## src/hdl/ses_pkg.sv

```systemverilog
package ses_pkg;

	// Configuration register indexes.
	localparam int CFG_IDX_W = 1;
	localparam int CFG_DATA_W = 16;
	localparam logic [CFG_IDX_W-1:0] REG_TIME_STEP = 1'd0;
	localparam logic [CFG_IDX_W-1:0] REG_DIFFUSION_COEFF = 1'd1;

	// Reset value of both coefficients, about 0.01 in Q0.16.
	localparam logic [CFG_DATA_W-1:0] COEFF_RESET = 16'd655;

	// One input beat.
	typedef struct packed {
		logic signed [15:0] psi_re;
		logic signed [15:0] psi_im;
		logic signed [15:0] potential;
		logic               last_sample;
	} in_beat_t;

	// One output beat.
	typedef struct packed {
		logic signed [15:0] new_re;
		logic signed [15:0] new_im;
		logic [31:0]        density;
		logic               end_of_grid;
	} out_beat_t;

	// Source of the result register.
	typedef enum logic [1:0] {
		SEL_CALC,
		SEL_CENTER,
		SEL_INPUT
	} res_sel_t;

	// Commands from the controller to the datapath.
	typedef struct packed {
		logic     cap_in;
		logic     mul1_en;
		logic     mul2_en;
		logic     res_en;
		res_sel_t res_sel;
		logic     res_end;
		logic     sq_en;
		logic     out_load;
		logic     shift;
	} ses_cmd_t;

	// Status from the datapath to the controller.
	typedef struct packed {
		logic in_last;
	} ses_status_t;

endpackage

```

## src/hdl/ses_ctrl.sv

```systemverilog
module ses_ctrl (
	input  logic                 clk,
	input  logic                 arst_n,
	input  logic                 in_valid,
	output logic                 in_ready,
	output logic                 out_valid,
	input  logic                 out_ready,
	input  ses_pkg::ses_status_t status,
	output ses_pkg::ses_cmd_t    cmd
);
	import ses_pkg::*;

	typedef enum logic [3:0] {
		ST_IDLE,
		ST_MUL1,
		ST_MUL2,
		ST_CALC,
		ST_EDGE,
		ST_LASTX,
		ST_SQ,
		ST_LOAD,
		ST_SHIFT
	} state_t;

	state_t state_q;
	logic   center_valid_q;
	logic   center_is_edge_q;
	logic   last_q;
	logic   out_valid_q;
	logic   accept;
	logic   load_ok;

	assign in_ready  = (state_q == ST_IDLE);
	assign out_valid = out_valid_q;
	assign accept    = in_valid && in_ready;
	assign load_ok   = (state_q == ST_LOAD) && (!out_valid_q || out_ready);

	// Datapath commands follow the state.
	always_comb begin
		cmd          = '0;
		cmd.res_sel  = SEL_CALC;
		cmd.cap_in   = accept;
		cmd.mul1_en  = (state_q == ST_MUL1);
		cmd.mul2_en  = (state_q == ST_MUL2);
		cmd.sq_en    = (state_q == ST_SQ);
		cmd.out_load = load_ok;
		cmd.shift    = (state_q == ST_SHIFT);
		case (state_q)
			ST_CALC: begin
				cmd.res_en  = 1'b1;
				cmd.res_sel = SEL_CALC;
			end
			ST_EDGE: begin
				cmd.res_en  = 1'b1;
				cmd.res_sel = SEL_CENTER;
			end
			ST_LASTX: begin
				cmd.res_en  = 1'b1;
				cmd.res_sel = SEL_INPUT;
				cmd.res_end = 1'b1;
			end
			default: begin
				cmd.res_en = 1'b0;
			end
		endcase
	end

	// State sequencing, stencil flags and the output valid flag.
	always_ff @(posedge clk or negedge arst_n) begin
		if (!arst_n) begin
			state_q          <= ST_IDLE;
			center_valid_q   <= 1'b0;
			center_is_edge_q <= 1'b0;
			last_q           <= 1'b0;
			out_valid_q      <= 1'b0;
		end else begin
			if (load_ok) begin
				out_valid_q <= 1'b1;
			end else if (out_ready) begin
				out_valid_q <= 1'b0;
			end
			case (state_q)
				ST_IDLE: begin
					if (accept) begin
						last_q <= status.in_last;
						if (center_valid_q) begin
							state_q <= center_is_edge_q ? ST_EDGE : ST_MUL1;
						end else if (status.in_last) begin
							state_q <= ST_LASTX;
						end else begin
							state_q <= ST_SHIFT;
						end
					end
				end
				ST_MUL1: state_q <= ST_MUL2;
				ST_MUL2: state_q <= ST_CALC;
				ST_CALC: state_q <= ST_SQ;
				ST_EDGE: state_q <= ST_SQ;
				ST_LASTX: state_q <= ST_SQ;
				ST_SQ: state_q <= ST_LOAD;
				ST_LOAD: begin
					if (load_ok) begin
						if (last_q && center_valid_q) begin
							// Held sample is out; the last sample follows unchanged.
							center_valid_q   <= 1'b0;
							center_is_edge_q <= 1'b0;
							state_q          <= ST_LASTX;
						end else if (last_q) begin
							last_q  <= 1'b0;
							state_q <= ST_IDLE;
						end else begin
							state_q <= ST_SHIFT;
						end
					end
				end
				ST_SHIFT: begin
					center_is_edge_q <= !center_valid_q;
					center_valid_q   <= 1'b1;
					state_q          <= ST_IDLE;
				end
				default: state_q <= ST_IDLE;
			endcase
		end
	end

endmodule

```

## config.mk

```make
export PLATFORM = sky130hd
export DESIGN_NAME = ses_ctrl
export DESIGN_NICKNAME = d
export VERILOG_FILES = /design/src/hdl/ses_pkg.sv /design/src/hdl/ses_ctrl.sv
export SDC_FILE = /design/constraint.sdc
export NUM_CORES = 1
export LEC_CHECK = 0
export BUFFER_PORTS_ARGS = -buffer_cell sky130_fd_sc_hd__buf_2
export CORE_AREA = 10 10 47 49
export DETAILED_ROUTE_END_ITERATION = 8
export DIE_AREA = 0 0 57 59
export PLACE_DENSITY_LB_ADDON = 0.05
export SLEW_MARGIN = 0
export SYNTH_ARGS = -nofsm -noshare
export SYNTH_HDL_FRONTEND = slang
export SYNTH_SLANG_ARGS = --single-unit
```

## constraint.sdc

```tcl
create_clock -name clk -period 1.87 [get_ports clk]
set_input_delay 0.374 -clock clk [delete_from_list [all_inputs] [get_ports clk]]
set_output_delay 0.374 -clock clk [all_outputs]
set_load 0.03 [all_outputs]
```

**After elaboration in Yosys (flattened, before gate mapping)**

Cells that the tools add are included.

- Output and inout port bits: 12
- Bits in registers: 8
- Input bits: 5
- Word-level logic and storage cells: 52

- Mux-type cells: 21
- Reduce and logical (&&, ||, !) cells: 14
- Eq/ne operators: 12

Operator list:

| cell | number |
|---|---|
| 4-bit two-way mux | 6 |
| 4-bit one-hot mux with 6 select lines | 1 |
| 4-bit by 3-bit == test with 1-bit output, second input constant | 4 |
| 1-bit two-way mux | 9 |
| 4-bit by 2-bit == test with 1-bit output, second input constant | 2 |
| 1-bit one-hot mux with 2 select lines | 3 |
| 2-bit nonzero test | 3 |
| 4-bit by 1-bit == test with 1-bit output, second input constant | 1 |
| 4-bit == test, second input constant | 1 |
| 4-bit logical NOT | 1 |
| 2-bit by 1-bit inequality test with 1-bit output, second input constant | 2 |
| 2-bit inequality test, second input constant | 2 |
| 2-bit one-hot mux with 2 select lines | 1 |
| 4-bit AND reduction | 1 |
| 1-bit logical AND | 3 |
| 3-bit two-way mux | 1 |
| 3-bit AND reduction | 1 |
| 3-bit OR reduction | 1 |
| 1-bit logical NOT | 2 |
| 2-bit AND reduction | 1 |
| 1-bit logical OR | 1 |

**Longest topological paths before layout**

- Depth in word-level cells: 5
- Gate-level depth with buffers: 5
- Mapped depth without buffers: 4

**Least setup slack after synthesis**

No wires, ideal clock.

- Path type: reg2out
- Start point: register state_q[1]
- End point: output cmd[5] (netlist name)
- Path slack: 0.099 ns
- Data required time: 1.496 ns
- Path buffers: 2
- Stages on the path, launching flop included: 5
- Arrival time: 1.397 ns
- Cell sequence: dfrtp_1 -> buf_2 -> nand2b_1 -> nor2_1 -> buf_4

RTL lines:

| item | RTL line | text |
|---|---|---|
| start, declared | ses_ctrl.sv:25 | `state_t state_q;` |
| start signal, assigned | ses_ctrl.sv:87 | `state_q <= center_is_edge_q ? ST_EDGE : ST_MUL1;` |
| end, declared | ses_ctrl.sv:9 | `output ses_pkg::ses_cmd_t cmd` |

==> reports/results.tsv <==
metric	value	unit
outcome	complete, no violations	
Syn Inst Count	63	
drt first pass iters	4	
Top delay family on crit path	buffers and inverters	
Hold Fails Final Rpt	0	
Ant. Diodes	0	
antenna-violating nets left	0	
endpoints failing setup	0	
WL/cell	14.6	um
Residual DRC	0	
Crit Path Max Fanout	5	
Synth Area per Inst	8.86	sq um
nets	93	
Mapped Area	558	sq um
r2r startpoint	state_q[0]$_DFFE_PN0P_	
Final Total Pwr	0.00133	W
CTS tree	done	
Setup CP Type	reg -> out	
commonest cells after routing, fill and taps aside	buf_2, buf_4, nor2_1	
Peak Freq	547	MHz
worst path required time	1.50	ns
Clock transition at path regs	0.06	ns
critical path endpoint category	primary output	
leading area contributor after synthesis	dfrtp_1	
worst setup path start	state_q[2]$_DFFE_PN0P_	
Synth top area share	35.9	%
pin count of the biggest net entering global routing	12	
Initial DRC Count	10	
Vias	549	
Clock H-tree levels	1	
initial antenna violation count	0	
Hold Path Class	in -> reg	
Hold EP	last_q$_DFFE_PN0P_	
die width	57	um
max cap viols	0	
dpl hpwl	1.12	mm
Cell Count Post-Placement	94	
Slew Limit Fails	0	
Layout Skew	0.00390	ns
synth unique cells	32	
final wirelength	1.49	mm
design area	741	sq um
HP Start	in_valid	
CTS Root Cell	clkbuf_4	
vias in the first global route	513	
Area Growth Syn to Fin	32.7	%
clock tree buffer depth	2	
FP Rows	14	
fin crit share	97.8	%
#FFs+latches synth	8	
Cell Area, Placed	652	sq um
crit-path max cell delay	0.42	ns
clock sinks	8	
worst hold path depth	3	
RePlAce Congestion	0.801	
layout cell share with drive strength beyond 1	43.0	%
sequential-to-total area share from yosys stat	35.9	%
Worst R2R End	last_q$_DFFE_PN0P_	
pin slew with the least headroom to its limit	0.315	ns
Slowest-stage cell, CP	dfrtp_1	
yosys warns	0	
Filler cells	142	
CP bufs+invs	2	
FF-to-FF setup slack	0.28	ns
Final Non-Filler Cells	102	
worst r2r path cells	5	
all-layer global routing usage	9.25	%
vias per cell	5.38	
clk_lat worst skew	0.26	ns
first-pass GRT wire length	2.50	mm
Port Buf Inserts	16	
core area	1400	sq um
CP Cell Sequence	buf_4 > nor4b_2 > buf_2	
power per cell area	1790	nW/um^2
relative slew slack	78.9	%
crit start category	register	
main area contributors after synthesis	dfrtp_1, nor2_1, nand2b_1, buf_4, nand3_1	
TritonCTS Buffers	3	
commonest non-fill, non-tap cell in the layout	buf_2	
Die ar.	3360	sq um
Min Clock Period, post-route	1.83	ns
IO Pins	17	
initial core utilization	39.8	%
GRT overflow	0	
syn nets	68	
VDD IR max	0.920	mV
worst endpoint data arrival time	1.45	ns
Leakage	0.362	nW
die height	59	um
[Yosys cell counts (all sizes together)]
cell type / n
clkinv: 1
nand2: 3
a311o: 1
mux2i: 1
nand2b: 4
a21o: 2
a31o: 1
nor3: 2
nand3b: 1
or4: 1
nand3: 3
and3b: 1
nand4b: 1
o22ai: 3
o31a: 1
nor2: 11
and4b: 1
a21oi: 2
o221ai: 1
or2: 2
inv: 1
a21boi: 1
dfrtp: 8
a211oi: 1
nor2b: 1
nor4b: 1
buf: 6
nand4: 1
[state kept, by name, indices dropped and copies added, names as in the netlist]
name              flops
center_valid_q        1
out_valid             1
last_q                1
state_q               4
center_is_edge_q      1
[area by class of cell]
cell class              count  area (sq um)  share of cell area [%]
clock buffers               3          22.5                    3.04
inverters                   2          7.51                    1.01
multi-input cells          47           320                    43.2
flip-flops and latches      8           201                    27.2
well taps                  16          20.0                    2.70
repair buffers             26           169                    22.8
[tightest hold or removal path, delay by kind of cell]
kind / cells / cell delay, ns
buf+inv: 1 / 0.09
simple gates: 2 / 0.16
[worst max path at each step]
stage / to / depth (start not counted)
after CTS: cmd[9] / 3
after floorplan: cmd[5] / 4
after detailed placement: cmd[9] / 3
final: cmd[0] / 3
after global routing: cmd[0] / 3
after global placement: cmd[9] / 3
[power breakdown]
part	internal, W	switching (W)	leakage [nW]
logic	0.000365	0.000490	0.252
registers	0.000250	0.0000842	0.0962
clock network	0.0000738	0.0000640	0.0138
total	0.000689	0.000638	0.362
[layer usage]
metal  vias up  GRT usage [%]  wire (um)
li1        273              -          -
met1       249           10.5        647
met2        23           13.5        643
met3         4           5.15        172
met4         0           5.03         23
met5         -              0          0
[cells by family after synthesis]
group	synth area share, %
buffers and inverters	9.19
flip-flops	35.9
AND/OR/NAND/NOR	33.9
multiplexers	1.79
AO/OA/AOI/OAI	19.3
[per-stage QoR]
stage | setup slack (ns) | hold WS (ns) | setup TNS (ns) | util, %
final | 0.0416 | 0.399 | 0 | 52.9
after global placement | 0.180 | 0.230 | 0 | 46.5
after global routing | -0.0338 | 0.418 | -0.0338 | 52.9
after floorplan | 0.0995 | 0.0784 | 0 | -
after CTS | -0.00564 | 0.393 | -0.00564 | 51.0
after detailed placement | 0.152 | 0.234 | 0 | 46.5
[repair_timing]
action,CTS,global route
hold endpoints to repair,8,0
gates resized for setup,6,2
buffers inserted,2,2
pin swaps,1,1
setup endpoints to repair,3,3
hold buffers,1,0
Note: power is estimated with default switching activity, not from simulation.
